## src/hw/rtl/assert_macros.svh

```systemverilog
// Assertion macros shared by the RTL that carries inline checks.
`ifndef ASSERT_MACROS_SVH
`define ASSERT_MACROS_SVH

// Same-cycle implication, sampled on clk, off during reset.
`define ASSERT_IMPLIES(label, ante, cons, msg) \
  label: assert property (@(posedge clk) disable iff (!rst_n) (ante) |-> (cons)) \
    else $error(msg);

// Next-cycle implication, sampled on clk, off during reset.
`define ASSERT_NEXT(label, ante, cons, msg) \
  label: assert property (@(posedge clk) disable iff (!rst_n) (ante) |=> (cons)) \
    else $error(msg);

`endif

```

## src/hw/rtl/mhla_pkg.sv

```systemverilog
// Shared constants, register indexes and interface types of the hinge loss accumulator.
package mhla_pkg;

  localparam int SCORE_W     = 16;
  localparam int MARGIN_W    = 15;
  localparam int GRAD_W      = 32;
  localparam int LOSS_W      = 31;
  localparam int SUM_W       = 48;
  localparam int CLASS_W     = 10;
  localparam int CFG_W       = 16;
  localparam int MAX_CLASSES = 1024;

  localparam int FIFO_DEPTH  = 2;
  localparam int FIFO_AW     = 1;

  // Divider: gradient dividend and batch loss dividend widths
  localparam int GDIV_W      = 34;
  localparam int DIV_W       = 56;
  localparam int DIVCNT_W    = 6;

  localparam logic signed [SCORE_W+1:0] ONE_Q88 = 18'sd256;

  typedef enum logic [1:0] {
    REG_CLASS_MODE   = 2'd0,
    REG_NORM_SELECT  = 2'd1,
    REG_SAMPLE_COUNT = 2'd2,
    REG_LOSS_WEIGHT  = 2'd3
  } reg_idx_t;

  // Classified element: clipped margin, sign of the signed margin, end of batch
  typedef struct packed {
    logic [MARGIN_W-1:0] margin;
    logic                neg;
    logic                last;
  } item_t;

  typedef struct packed {
    logic             norm_select;
    logic [CFG_W-1:0] num;
    logic [CFG_W-1:0] up_weight;
  } back_cfg_t;

endpackage

```

## src/hw/rtl/mhla_front.sv

```systemverilog
// Front end: label decode and clipped hinge margin per element.
module mhla_front import mhla_pkg::*; (
  input  logic                      class_mode,
  input  logic signed [SCORE_W-1:0] score,
  input  logic signed [1:0]         label_sign,
  input  logic                      mask_bit,
  input  logic [CLASS_W-1:0]        class_label,
  input  logic [CLASS_W-1:0]        element_index,
  input  logic                      last,
  output item_t                     item
);

  logic signed [SCORE_W+1:0] score_x;
  logic signed [SCORE_W+1:0] val;
  logic                      hit;
  logic                      lab_pos;
  logic                      lab_ok;
  logic                      active;
  logic                      neg_raw;
  logic [MARGIN_W-1:0]       margin;

  always_comb begin
    score_x = {{2{score[SCORE_W-1]}}, score};
    hit     = ({1'b0, class_label} < (CLASS_W+1)'(MAX_CLASSES)) &&
              (element_index == class_label);
    lab_pos = (label_sign == 2'sb01);
    lab_ok  = (label_sign == 2'sb01) || (label_sign == 2'sb11);
    if (class_mode) begin
      val     = hit ? (ONE_Q88 - score_x) : (ONE_Q88 + score_x);
      active  = 1'b1;
      neg_raw = hit;
    end else begin
      val     = lab_pos ? (ONE_Q88 - score_x) : (ONE_Q88 + score_x);
      active  = mask_bit && lab_ok;
      neg_raw = lab_pos;
    end
    if (!active || val < 0) begin
      margin = '0;
    end else if (val > (SCORE_W+2)'(signed'({1'b0, {MARGIN_W{1'b1}}}))) begin
      margin = '1;
    end else begin
      margin = val[MARGIN_W-1:0];
    end
    item.margin = margin;
    item.neg    = active && neg_raw && (margin != '0);
    item.last   = last;
  end

endmodule

```

## src/hw/rtl/mhla_fifo.sv

```systemverilog
// Short queue of classified elements between front and back end.
module mhla_fifo import mhla_pkg::*; (
  input  logic  clk,
  input  logic  rst_n,
  input  logic  push_valid,
  output logic  push_ready,
  input  item_t push_item,
  output logic  pop_valid,
  input  logic  pop_ready,
  output item_t pop_item
);

  item_t              mem_r [FIFO_DEPTH];
  logic [FIFO_AW-1:0] wr_ptr_r;
  logic [FIFO_AW-1:0] rd_ptr_r;
  logic [FIFO_AW:0]   count_r;
  logic [FIFO_AW-1:0] wr_ptr_nxt;
  logic [FIFO_AW-1:0] rd_ptr_nxt;
  logic [FIFO_AW:0]   count_nxt;
  logic               push;
  logic               pop;

  always_comb begin
    push_ready = (count_r != (FIFO_AW+1)'(FIFO_DEPTH));
    pop_valid  = (count_r != '0);
    pop_item   = mem_r[rd_ptr_r];
    push       = push_valid && push_ready;
    pop        = pop_valid && pop_ready;
    wr_ptr_nxt = push ? wr_ptr_r + 1'b1 : wr_ptr_r;
    rd_ptr_nxt = pop ? rd_ptr_r + 1'b1 : rd_ptr_r;
    count_nxt  = count_r + (FIFO_AW+1)'(push) - (FIFO_AW+1)'(pop);
  end

  always_ff @(posedge clk) begin
    if (!rst_n) begin
      wr_ptr_r <= '0;
      rd_ptr_r <= '0;
      count_r  <= '0;
    end else begin
      wr_ptr_r <= wr_ptr_nxt;
      rd_ptr_r <= rd_ptr_nxt;
      count_r  <= count_nxt;
    end
  end

  always_ff @(posedge clk) begin
    if (push) begin
      mem_r[wr_ptr_r] <= push_item;
    end
  end

endmodule

```

## src/hw/rtl/mhla_back.sv

```systemverilog
// Back end: products, loss sum, shared radix-2 divider and output register.
module mhla_back import mhla_pkg::*; (
  input  logic                       clk,
  input  logic                       rst_n,
  input  back_cfg_t                  cfg,
  input  logic                       pop_valid,
  output logic                       pop_ready,
  input  item_t                      pop_item,
  output logic                       out_valid,
  input  logic                       out_ready,
  output logic [MARGIN_W-1:0]        margin,
  output logic signed [GRAD_W-1:0]   gradient,
  output logic [LOSS_W-1:0]          batch_loss,
  output logic                       last_out
);

  typedef enum logic [5:0] {
    S_IDLE = 6'b000001,
    S_MUL  = 6'b000010,
    S_ACC  = 6'b000100,
    S_GDIV = 6'b001000,
    S_LDIV = 6'b010000,
    S_OUT  = 6'b100000
  } state_t;

  state_t               state_r,  state_nxt;
  item_t                item_r,   item_nxt;
  logic [2*MARGIN_W-1:0] addend_r, addend_nxt;
  logic [GDIV_W-1:0]    gdiv_r,   gdiv_nxt;
  logic [SUM_W-1:0]     sum_r,    sum_nxt;
  logic [CFG_W-1:0]     rem_r,    rem_nxt;
  logic [DIV_W-1:0]     quo_r,    quo_nxt;
  logic [DIVCNT_W-1:0]  cnt_r,    cnt_nxt;
  logic [GRAD_W-1:0]    grad_r,   grad_nxt;
  logic [LOSS_W-1:0]    loss_r,   loss_nxt;

  logic [2*MARGIN_W-1:0] sq;
  logic [MARGIN_W+CFG_W-1:0] mw;
  logic [SUM_W:0]       sum_ext;
  logic [CFG_W:0]       trial;
  logic [CFG_W:0]       diff;
  logic                 ge;
  logic [CFG_W-1:0]     rem_step;
  logic [DIV_W-1:0]     quo_step;
  logic [GDIV_W-1:0]    q;
  logic [GDIV_W-1:0]    mag;

  // one quotient bit per cycle
  always_comb begin
    trial    = {rem_r, quo_r[DIV_W-1]};
    diff     = trial - {1'b0, cfg.num};
    ge       = (trial >= {1'b0, cfg.num});
    rem_step = ge ? diff[CFG_W-1:0] : trial[CFG_W-1:0];
    quo_step = {quo_r[DIV_W-2:0], ge};
  end

  always_comb begin
    sq      = (2*MARGIN_W)'(item_r.margin) * (2*MARGIN_W)'(item_r.margin);
    mw      = (MARGIN_W+CFG_W)'(item_r.margin) * (MARGIN_W+CFG_W)'(cfg.up_weight);
    sum_ext = {1'b0, sum_r} + (SUM_W+1)'(addend_r);
    q       = quo_step[GDIV_W-1:0];
    mag     = (q > GDIV_W'(34'h0_8000_0000)) ? GDIV_W'(34'h0_8000_0000) : q;
  end

  always_comb begin
    state_nxt  = state_r;
    item_nxt   = item_r;
    addend_nxt = addend_r;
    gdiv_nxt   = gdiv_r;
    sum_nxt    = sum_r;
    rem_nxt    = rem_r;
    quo_nxt    = quo_r;
    cnt_nxt    = cnt_r;
    grad_nxt   = grad_r;
    loss_nxt   = loss_r;
    pop_ready  = (state_r == S_IDLE);
    out_valid  = (state_r == S_OUT);
    case (state_r)
      S_IDLE: begin
        if (pop_valid) begin
          item_nxt  = pop_item;
          state_nxt = S_MUL;
        end
      end
      S_MUL: begin
        addend_nxt = cfg.norm_select ? sq : (2*MARGIN_W)'(item_r.margin);
        if (cfg.norm_select) begin
          gdiv_nxt = {2'b00, mw, 1'b0};
        end else if (item_r.margin != '0) begin
          gdiv_nxt = {10'd0, cfg.up_weight, 8'd0};
        end else begin
          gdiv_nxt = '0;
        end
        state_nxt = S_ACC;
      end
      S_ACC: begin
        sum_nxt   = sum_ext[SUM_W] ? '1 : sum_ext[SUM_W-1:0];
        quo_nxt   = {gdiv_r, (DIV_W-GDIV_W)'(0)};
        rem_nxt   = '0;
        cnt_nxt   = DIVCNT_W'(GDIV_W);
        state_nxt = S_GDIV;
      end
      S_GDIV: begin
        rem_nxt = rem_step;
        quo_nxt = quo_step;
        cnt_nxt = cnt_r - 1'b1;
        if (cnt_r == DIVCNT_W'(1)) begin
          if (item_r.neg) begin
            grad_nxt = GRAD_W'(0) - mag[GRAD_W-1:0];
          end else if (q > GDIV_W'(34'h0_7FFF_FFFF)) begin
            grad_nxt = 32'h7FFF_FFFF;
          end else begin
            grad_nxt = q[GRAD_W-1:0];
          end
          if (item_r.last) begin
            // L1 sum is Q8.8, scale to Q16.16 before the divide
            quo_nxt   = cfg.norm_select ? {8'd0, sum_r} : {sum_r, 8'd0};
            rem_nxt   = '0;
            cnt_nxt   = DIVCNT_W'(DIV_W);
            sum_nxt   = '0;
            state_nxt = S_LDIV;
          end else begin
            loss_nxt  = '0;
            state_nxt = S_OUT;
          end
        end
      end
      S_LDIV: begin
        rem_nxt = rem_step;
        quo_nxt = quo_step;
        cnt_nxt = cnt_r - 1'b1;
        if (cnt_r == DIVCNT_W'(1)) begin
          loss_nxt  = (quo_step > DIV_W'(32'h7FFF_FFFF)) ? '1 : quo_step[LOSS_W-1:0];
          state_nxt = S_OUT;
        end
      end
      S_OUT: begin
        if (out_ready) begin
          state_nxt = S_IDLE;
        end
      end
      default: begin
        state_nxt = S_IDLE;
      end
    endcase
  end

  always_ff @(posedge clk) begin
    if (!rst_n) begin
      state_r <= S_IDLE;
      sum_r   <= '0;
    end else begin
      state_r <= state_nxt;
      sum_r   <= sum_nxt;
    end
  end

  always_ff @(posedge clk) begin
    item_r   <= item_nxt;
    addend_r <= addend_nxt;
    gdiv_r   <= gdiv_nxt;
    rem_r    <= rem_nxt;
    quo_r    <= quo_nxt;
    cnt_r    <= cnt_nxt;
    grad_r   <= grad_nxt;
    loss_r   <= loss_nxt;
  end

  assign margin     = item_r.margin;
  assign gradient   = grad_r;
  assign batch_loss = loss_r;
  assign last_out   = item_r.last;

endmodule

```

## src/hw/rtl/masked_hinge_loss_accumulator.sv

```systemverilog
// The back end takes one beat at a time, and only when idle; its pace is set by
//   the radix-2 divider, 34 steps for the gradient plus 56 for the batch loss.
// The 2-entry queue takes new beats while a result waits on out_ready.
// Reset (rst_n low, synchronous): queue empty, loss sum 0, registers back to
//   class_mode 0, norm_select 0, sample_count 1, upstream weight 256.
`include "assert_macros.svh"

module masked_hinge_loss_accumulator import mhla_pkg::*; (
  input  logic                      clk,
  input  logic                      rst_n,
  // configuration write channel
  input  logic                      cfg_valid,
  output logic                      cfg_ready,
  input  logic [1:0]                cfg_index,
  input  logic [CFG_W-1:0]          cfg_data,
  // element input channel
  input  logic                      in_valid,
  output logic                      in_ready,
  input  logic signed [SCORE_W-1:0] in_score,
  input  logic signed [1:0]         in_label_sign,
  input  logic                      in_mask_bit,
  input  logic [CLASS_W-1:0]        in_class_label,
  input  logic [CLASS_W-1:0]        in_element_index,
  input  logic                      in_last,
  // result channel
  output logic                      out_valid,
  input  logic                      out_ready,
  output logic [MARGIN_W-1:0]       out_margin,
  output logic signed [GRAD_W-1:0]  out_gradient,
  output logic [LOSS_W-1:0]         out_batch_loss,
  output logic                      out_last_out
);

  // Configuration registers. Writes land any time cfg_valid is high; the
  // user must see that it only writes while the block is drained; the block does not enforce it.
  logic             class_mode_r,    class_mode_nxt;
  logic             norm_select_r,   norm_select_nxt;
  logic [CFG_W-1:0] sample_count_r,  sample_count_nxt;
  logic [CFG_W-1:0] up_weight_r,     up_weight_nxt;

  back_cfg_t bcfg;
  item_t     front_item;
  item_t     q_item;
  logic      q_valid;
  logic      q_ready;

  assign cfg_ready = 1'b1;

  always_comb begin
    class_mode_nxt   = class_mode_r;
    norm_select_nxt  = norm_select_r;
    sample_count_nxt = sample_count_r;
    up_weight_nxt    = up_weight_r;
    if (cfg_valid) begin
      case (reg_idx_t'(cfg_index))
        REG_CLASS_MODE:   class_mode_nxt   = cfg_data[0];
        REG_NORM_SELECT:  norm_select_nxt  = cfg_data[0];
        REG_SAMPLE_COUNT: sample_count_nxt = cfg_data;
        REG_LOSS_WEIGHT:  up_weight_nxt    = cfg_data;
        default: ;
      endcase
    end
  end

  always_ff @(posedge clk) begin
    if (!rst_n) begin
      class_mode_r   <= 1'b0;
      norm_select_r  <= 1'b0;
      sample_count_r <= CFG_W'(1);
      up_weight_r    <= CFG_W'(256);
    end else begin
      class_mode_r   <= class_mode_nxt;
      norm_select_r  <= norm_select_nxt;
      sample_count_r <= sample_count_nxt;
      up_weight_r    <= up_weight_nxt;
    end
  end

  // A sample count of zero divides as one.
  always_comb begin
    bcfg.norm_select = norm_select_r;
    bcfg.num         = (sample_count_r == '0) ? CFG_W'(1) : sample_count_r;
    bcfg.up_weight   = up_weight_r;
  end

  // Front: decode label / class hit, clip the margin, note its sign.
  mhla_front u_front (
    .class_mode    (class_mode_r),
    .score         (in_score),
    .label_sign    (in_label_sign),
    .mask_bit      (in_mask_bit),
    .class_label   (in_class_label),
    .element_index (in_element_index),
    .last          (in_last),
    .item          (front_item)
  );

  // Queue decouples intake from the multi-cycle back end.
  mhla_fifo u_fifo (
    .clk        (clk),
    .rst_n      (rst_n),
    .push_valid (in_valid),
    .push_ready (in_ready),
    .push_item  (front_item),
    .pop_valid  (q_valid),
    .pop_ready  (q_ready),
    .pop_item   (q_item)
  );

  // Back: square / weight products, saturating loss sum, divides, output hold.
  mhla_back u_back (
    .clk        (clk),
    .rst_n      (rst_n),
    .cfg        (bcfg),
    .pop_valid  (q_valid),
    .pop_ready  (q_ready),
    .pop_item   (q_item),
    .out_valid  (out_valid),
    .out_ready  (out_ready),
    .margin     (out_margin),
    .gradient   (out_gradient),
    .batch_loss (out_batch_loss),
    .last_out   (out_last_out)
  );

  // Batch loss is only nonzero on the closing beat of a batch.
  `ASSERT_IMPLIES(a_loss_only_last, out_valid && !out_last_out, out_batch_loss == '0, "batch loss without last")
  // A zero margin can carry no gradient.
  `ASSERT_IMPLIES(a_zero_margin_grad, out_valid && (out_margin == '0), out_gradient == '0, "gradient on zero margin")
  // A taken result beat is never followed by another result beat back to back.
  `ASSERT_NEXT(a_result_gap, out_valid && out_ready, !out_valid, "back-to-back result beats")

endmodule

```

## config.mk

```make
export PLATFORM = sky130hd
export DESIGN_NAME = masked_hinge_loss_accumulator
export DESIGN_NICKNAME = d
export VERILOG_FILES = /design/src/hw/rtl/mhla_pkg.sv /design/src/hw/rtl/mhla_front.sv /design/src/hw/rtl/mhla_fifo.sv /design/src/hw/rtl/mhla_back.sv /design/src/hw/rtl/masked_hinge_loss_accumulator.sv
export VERILOG_INCLUDE_DIRS = /design/src /design/src/hw/rtl
export SDC_FILE = /design/constraint.sdc
export NUM_CORES = 2
export LEC_CHECK = 0
export BUFFER_PORTS_ARGS = -buffer_cell sky130_fd_sc_hd__buf_2
export CAP_MARGIN = 25
export CORE_MARGIN = 1
export CORE_UTILIZATION = 60
export CTS_CLUSTER_SIZE = 30
export DETAILED_ROUTE_END_ITERATION = 8
export PLACE_DENSITY = 0.87
export SYNTH_ARGS = -nofsm -noshare
export SYNTH_HDL_FRONTEND = slang
export SYNTH_SLANG_ARGS = --single-unit
```

## constraint.sdc

```tcl
create_clock -name clk -period 8.5 [get_ports clk]
set_input_delay 0.425 -clock clk [delete_from_list [all_inputs] [get_ports clk]]
set_output_delay 0.425 -clock clk [all_outputs]
set_load 0.02 [all_outputs]
```

; Yosys cells after proc, flatten, opt, wreduce, memory -nomap -nowiden
; Memories as Yosys holds them, arrays and structs flattened. A register that Yosys moved wholly into a read port is not among the register bits.
; Index checks and enable logic that the tools add are counted.
[classes]
n_addsub = 10
mul = 2
n_lt_le_gt_ge = 6
n_eq_ne = 20
mux = 42
n_reduce_logical = 25
[op_table]
columns = cell, n
row1 = two-way mux 56 bit, 3
row2 = one-hot mux 56 bit (3 select lines), 1
row3 = two-way mux 48 bit, 3
row4 = two-way mux 32 bit, 4
row5 = two-way mux 31 bit, 4
row6 = one-hot mux 48 bit (2 select lines), 1
row7 = two-way mux 16 bit, 4
row8 = one-hot mux 31 bit (2 select lines), 1
row9 = "> comparator 56 x 31 -> 1 bit, second input constant", 1
row10 = two-way mux 18 bit, 3
row11 = adder 48 x 30 -> 49 bit, 1
row12 = one-hot mux 16 bit (3 select lines), 1
row13 = two-way mux 15 bit, 3
row14 = two-way mux 6 bit, 7
row15 = one-hot mux 6 bit (6 select lines), 1
row16 = "> comparator 34 x 31 -> 1 bit, second input constant", 1
row17 = "> comparator 34 x 32 -> 1 bit, second input constant", 1
row18 = "subtractor 1 x 32 -> 32 bit, first input constant", 1
row19 = multiplier 15 x 16 -> 31 bit, 1
row20 = multiplier 15 x 15 -> 30 bit, 1
row21 = nonzero test 15 bit, 2
row22 = two-way mux 24 bit, 1
row23 = "> comparator 18 x 16 -> 1 bit, second input constant", 1
row24 = "less-than comparator 18 x 1 -> 1 bit, second input constant", 1
row25 = 31 further kinds, 57
[word_totals]
reg_bits = 297
ram_bits = 34
input_bits = 63
out_inout_bits = 82
word_cells = 124
mem_count = 1
[memory_table]
columns = memory, words, word_bits, rd, rd_clocked_by_memory_dff, wr, line_no
row1 = u_fifo.mem_r, 2, 17, 1, 1, 1, mhla_fifo.sv:13  ; item_t mem_r [FIFO_DEPTH];

; Depth between registers and ports, before layout
[logic_depth]
word_depth = 9
mapped_depth = 24
mapped_depth_nobuf = 23

; Cells and area by module
; A second synthesis with hierarchy kept.
[hier_totals]
hier_cells = 3537
hier_area_um2 = 33256.9
[modules_own_cells]
columns = module, instances, cells_each, area_each_um2
row1 = mhla_back, 1, 3137, 29373.2
row2 = mhla_fifo, 1, 82, 1491.4
row3 = masked_hinge_loss_accumulator, 1, 171, 1470.2
row4 = mhla_front, 1, 147, 922.1

; Worst setup path before layout
; No wires, ideal clock.
[synth_timing]
path_kind = flip-flop to flip-flop
from = reg u_back.item_r (netlist bit u_back.margin[6])
to = reg u_back.addend_r[28] (data pin)
setup_ps = 266
arrival_ps = 6272
required_ps = 8234
setup_slack_ps = 1962
path_stages_with_launch = 23
n_path_buf = 2
cell_sequence = edfxtp_1 > clkbuf_1 > clkbuf_1 > and2_1 > fa_1 > inv_1 > fa_1 > inv_1 > fa_1 > inv_1 > fa_1 > fa_1 > inv_1 > fa_1 > ha_1 > or4_1 > a2111oi_1 > o31ai_1 > a311oi_2 > o22ai_1 > o41ai_2 > xor2_1 > nor2_1
[synth_between]
elab_chain_cells = 1
[synth_lines]
columns = item, line_no
row1 = from (decl), mhla_back.sv:27  ; item_t item_r, item_nxt;
row2 = from (signal assigned), mhla_back.sv:159  ; item_r <= item_nxt;
row3 = multiplier 15 x 15 -> 30 bit, mhla_back.sv:58  ; sq = (2*MARGIN_W)'(item_r.margin) * (2*MARGIN_W)'(item_r.margin);
row4 = to (signal assigned), mhla_back.sv:160  ; addend_r <= addend_nxt;
row5 = to (decl), mhla_back.sv:28  ; logic [2*MARGIN_W-1:0] addend_r, addend_nxt;
; No other way between the ends.
; A chain may end at the register's enable or synchronous reset.

; Final worst setup path
[layout_timing]
from = reg u_back.item_r (netlist bit u_back.margin[3])
to = reg u_back.gdiv_r[31] (data pin)
[layout_between]
elab_chain_cells = 2
[layout_lines]
columns = item, line_no
row1 = multiplier 15 x 16 -> 31 bit, mhla_back.sv:59  ; mw = (MARGIN_W+CFG_W)'(item_r.margin) * (MARGIN_W+CFG_W)'(cfg.up_weight);
row2 = two-way mux 32 bit, mhla_back.sv:87  ; if (cfg.norm_select) begin
row3 = to (signal assigned), mhla_back.sv:161  ; gdiv_r <= gdiv_nxt;
row4 = to (decl), mhla_back.sv:29  ; logic [GDIV_W-1:0] gdiv_r, gdiv_nxt;
; No other way between the ends.

==> out/metrics.yaml <==
setup_path:
  crit_required_ps: 8790
  reg2reg_to: "u_back.gdiv_r[31]$_SDFFCE_PN0P_"
  crit_top_cell: "fa_1"
  cp-end-kind: "flop"
  crit_chain: "buf_4 -> nand2_1 -> fa_1 -> inv_1 -> fa_1 -> fa_1 -> fa_1 -> inv_1 -> fa_1 -> fa_1 -> inv_1 -> ha_1 -> and4_1 -> a31o_2 -> a2111oi_0 -> a31oi_1 -> a211oi_1 -> nor2_1 -> o22ai_1 -> xnor2_1 -> nor2_1"
  cp_max_fo: 20
  reg2reg_slack_ps: 1240
  r2r-start: "u_back.margin[3]$_DFFE_PP_"
  crit_path_end: "u_back.gdiv_r[31]$_SDFFCE_PN0P_"
  startpoint: "u_back.margin[3]$_DFFE_PP_"
  startpoint_type: "flop"
  slowest_stage: "edfxtp_1"
  ff2ff_path_depth: 21
  cp.arrival_ps: 7550
  criticalPathCategory: "reg2reg"
  slowest_delay_ps: 950
sta:
  fin_crit_ps: 7260
  relSlewSlack: 0.299
  worst_pin_slew_ps: 1050
  finalSetupViolCount: 0
  hold_viol: 0
  skew_ps: 25.3
  post-route-period-util: 0.854
  max_freq_mhz: 138
  rsz0062_at_grt: "no"
  setup_tns_ps: 0
  finalMaxSlewViolations: 0
layout:
  final_nets: 4045
  num-fill-cells: 3893
  multi_input_area_um2: 20700
  final_cell_mix: "nand2_1, inv_1, fa_1"
  area_growth_pct: 8.06
  layout_commonest_cell: "nand2_1"
  ff_latch_area_um2: 9440
  diodes: 0
  drive_gt1_frac: 0.0974
synth:
  ys_seq_area_frac: 0.292
  yosys.area.top_type: "edfxtp_1"
  async_flop_share: 0
  synth-main-ff-cell: "edfxtp_1"
  ys_ff_latch: 345
  netlist_instances: 3376
  synth_edf_count: 253
  syn-num-nets: 3999
  synthTopCellsByArea: "edfxtp_1, fa_1, ha_1, dfxtp_1, nand2_1"
  syn_area_per_cell_um2: 9.59
  yosys_warnings: 0
  yosysUniqueCellTypes: 94
  netlist_area_um2: 32400
  synth.top_cell.area_share: 0.235
hold_path:
  holdPathStages: 1
  min_path_type: "in2reg"
  min_from: "in_last"
routing:
  vias: 25400
  drcViolationCount: 0
  vias_per_cell: 6.14
  initialDrtViolationCount: 2418
  drt-total-wl_mm: 80.7
  ant_nets: 0
  wl_per_cell_um: 19.5
  first_pass_iters: 9
cts:
  clockBufferDepth: 3
  clock-sinks: 345
  h-tree-depth: 2
  clkLatencyLatePin_ps: 570
  clockRootBuffer: "clkbuf_16"
  cts-buffers-inserted: 38
  cts_tree: "yes"
  postCtsSetupBuffers: 0
  cts_resized: 0
  cts.clk_slew.worst_paths_ps: 60
  postCtsHoldBufs: 0
floorplanning:
  start_util: 0.611
  io_pins: 145
  dieArea_um2: 54900
  coreArea_um2: 53000
  fp-row-count: 84
  die_h_um: 234
  die_x_um: 234
global_route:
  antenna_found_initial: 0
  grt_usage: 0.300
  grt-ovfl-total: 0
  first_global_vias: 25200
  grt_pass1_wl_mm: 130
  grt_max_degree: 79
job:
  cap_violations: 0
placed_design:
  io_buffers: 143
  place_congestion: 0.964
  place_hpwl_mm: 59.6
status:
  status: "complete, no violations"
cell usage after synthesis, types with 23 or more instances:
library cell	count
inv_1	401
mux2i_1	50
nor2_1	169
dfxtp_1	92
a31oi_1	35
and3_1	25
clkbuf_1	155
mux2_2	24
nor3_1	37
ha_1	239
xor2_1	45
nand4_1	23
xnor2_1	78
a21boi_0	42
o21ai_0	130
o21a_1	48
fa_1	321
nor4_1	25
a21oi_1	145
and2_1	179
edfxtp_1	253
nand3_1	46
a21o_1	51
nand2_1	433
routing by layer:
metal	global-route usage	vias to the layer above	wire (um)
li1	-	11500	-
met1	0.378	12300	30800
met3	0.0551	281	7390
met2	0.502	1353	38600
met4	0.140	0	3890
met5	0	-	0
through the flow:
stage | worst slack, ps | hold slack [ps] | area (um^2) | util | std cells
5_1_grt | 901 | 35.3 | 35000 | 0.660 | 4139
4_1_cts | 1320 | 28.6 | 34900 | 0.659 | 4134
6_report | 1240 | 45.1 | 35000 | 0.660 | 4139
2_1_floorplan | 1960 | 443 | 32400 | - | 3376
3_5_place_dp | 1340 | 476 | 33600 | 0.634 | 4065
3_3_place_gp | 1490 | 467 | 33600 | 0.634 | 4065
final cells by class:
class | instances | share of cell area
Clock buffer | 46 | 0.0292
Clock inverter | 23 | 0.00977
Inverter | 401 | 0.0430
Multi-Input combinational cell | 2437 | 0.591
Sequential cell | 345 | 0.270
Tap cell | 688 | 0.0246
Timing Repair Buffer | 199 | 0.0329
registers in the layout (all words and copies together), names as in the netlist:
signal,flops
u_back.quo_r,56
u_back.sum_r,48
u_fifo.mem_r,34
u_back.gradient,32
u_back.batch_loss,31
u_back.gdiv_r,31
u_back.addend_r,30
sample_count_r,16
u_back.rem_r,16
up_weight_r,16
u_back.margin,15
u_back.cnt_r,6
u_back.state_r,6
u_fifo.count_r,2
class_mode_r,1
norm_select_r,1
u_back.item_r,1
u_back.last_out,1
u_fifo.rd_ptr_r,1
u_fifo.wr_ptr_r,1
cells by family (layout without fill, tap and decap cells):
| family | after synthesis | count (layout) | share of synthesized area |
|---|---|---|---|
| XOR/XNOR | 123 | 123 | 0.0333 |
| buffers and inverters | 594 | 669 | 0.0719 |
| adder cells (fa/ha/maj) | 560 | 560 | 0.291 |
| multiplexers | 74 | 74 | 0.0238 |
| AO/OA/AOI/OAI | 627 | 627 | 0.130 |
| flip-flops | 345 | 345 | 0.292 |
| other | 1 | 1 | 0.000116 |
| AND/OR/NAND/NOR | 1052 | 1052 | 0.159 |
worst min-delay path by stage:
| stage | slack, ps | end |
|---|---|---|
| after detailed placement | 480 | sample_count_r[2]$_SDFFE_PN0P_ |
| after global routing | 40 | u_fifo.mem_r[1][0]$_DFFE_PP_ |
| after floorplan | 440 | sample_count_r[0]$_SDFFE_PN1P_ |
| final | 50 | u_fifo.mem_r[1][0]$_DFFE_PP_ |
| after CTS | 30 | u_fifo.mem_r[1][0]$_DFFE_PP_ |
| after global placement | 470 | sample_count_r[0]$_SDFFE_PN1P_ |
critical path: cells and delay by family (launching register included):
family          cells  cell delay (ps)
xor+xnor            1              140
fa+ha+maj           7             3450
compound gates      5             1340
buf+inv             4              540
flops               1              950
simple gates        4              530
Power is left out: the tool's default activity adds up to more than one toggle a clock period on the data nets, which glitch-free logic cannot reach.
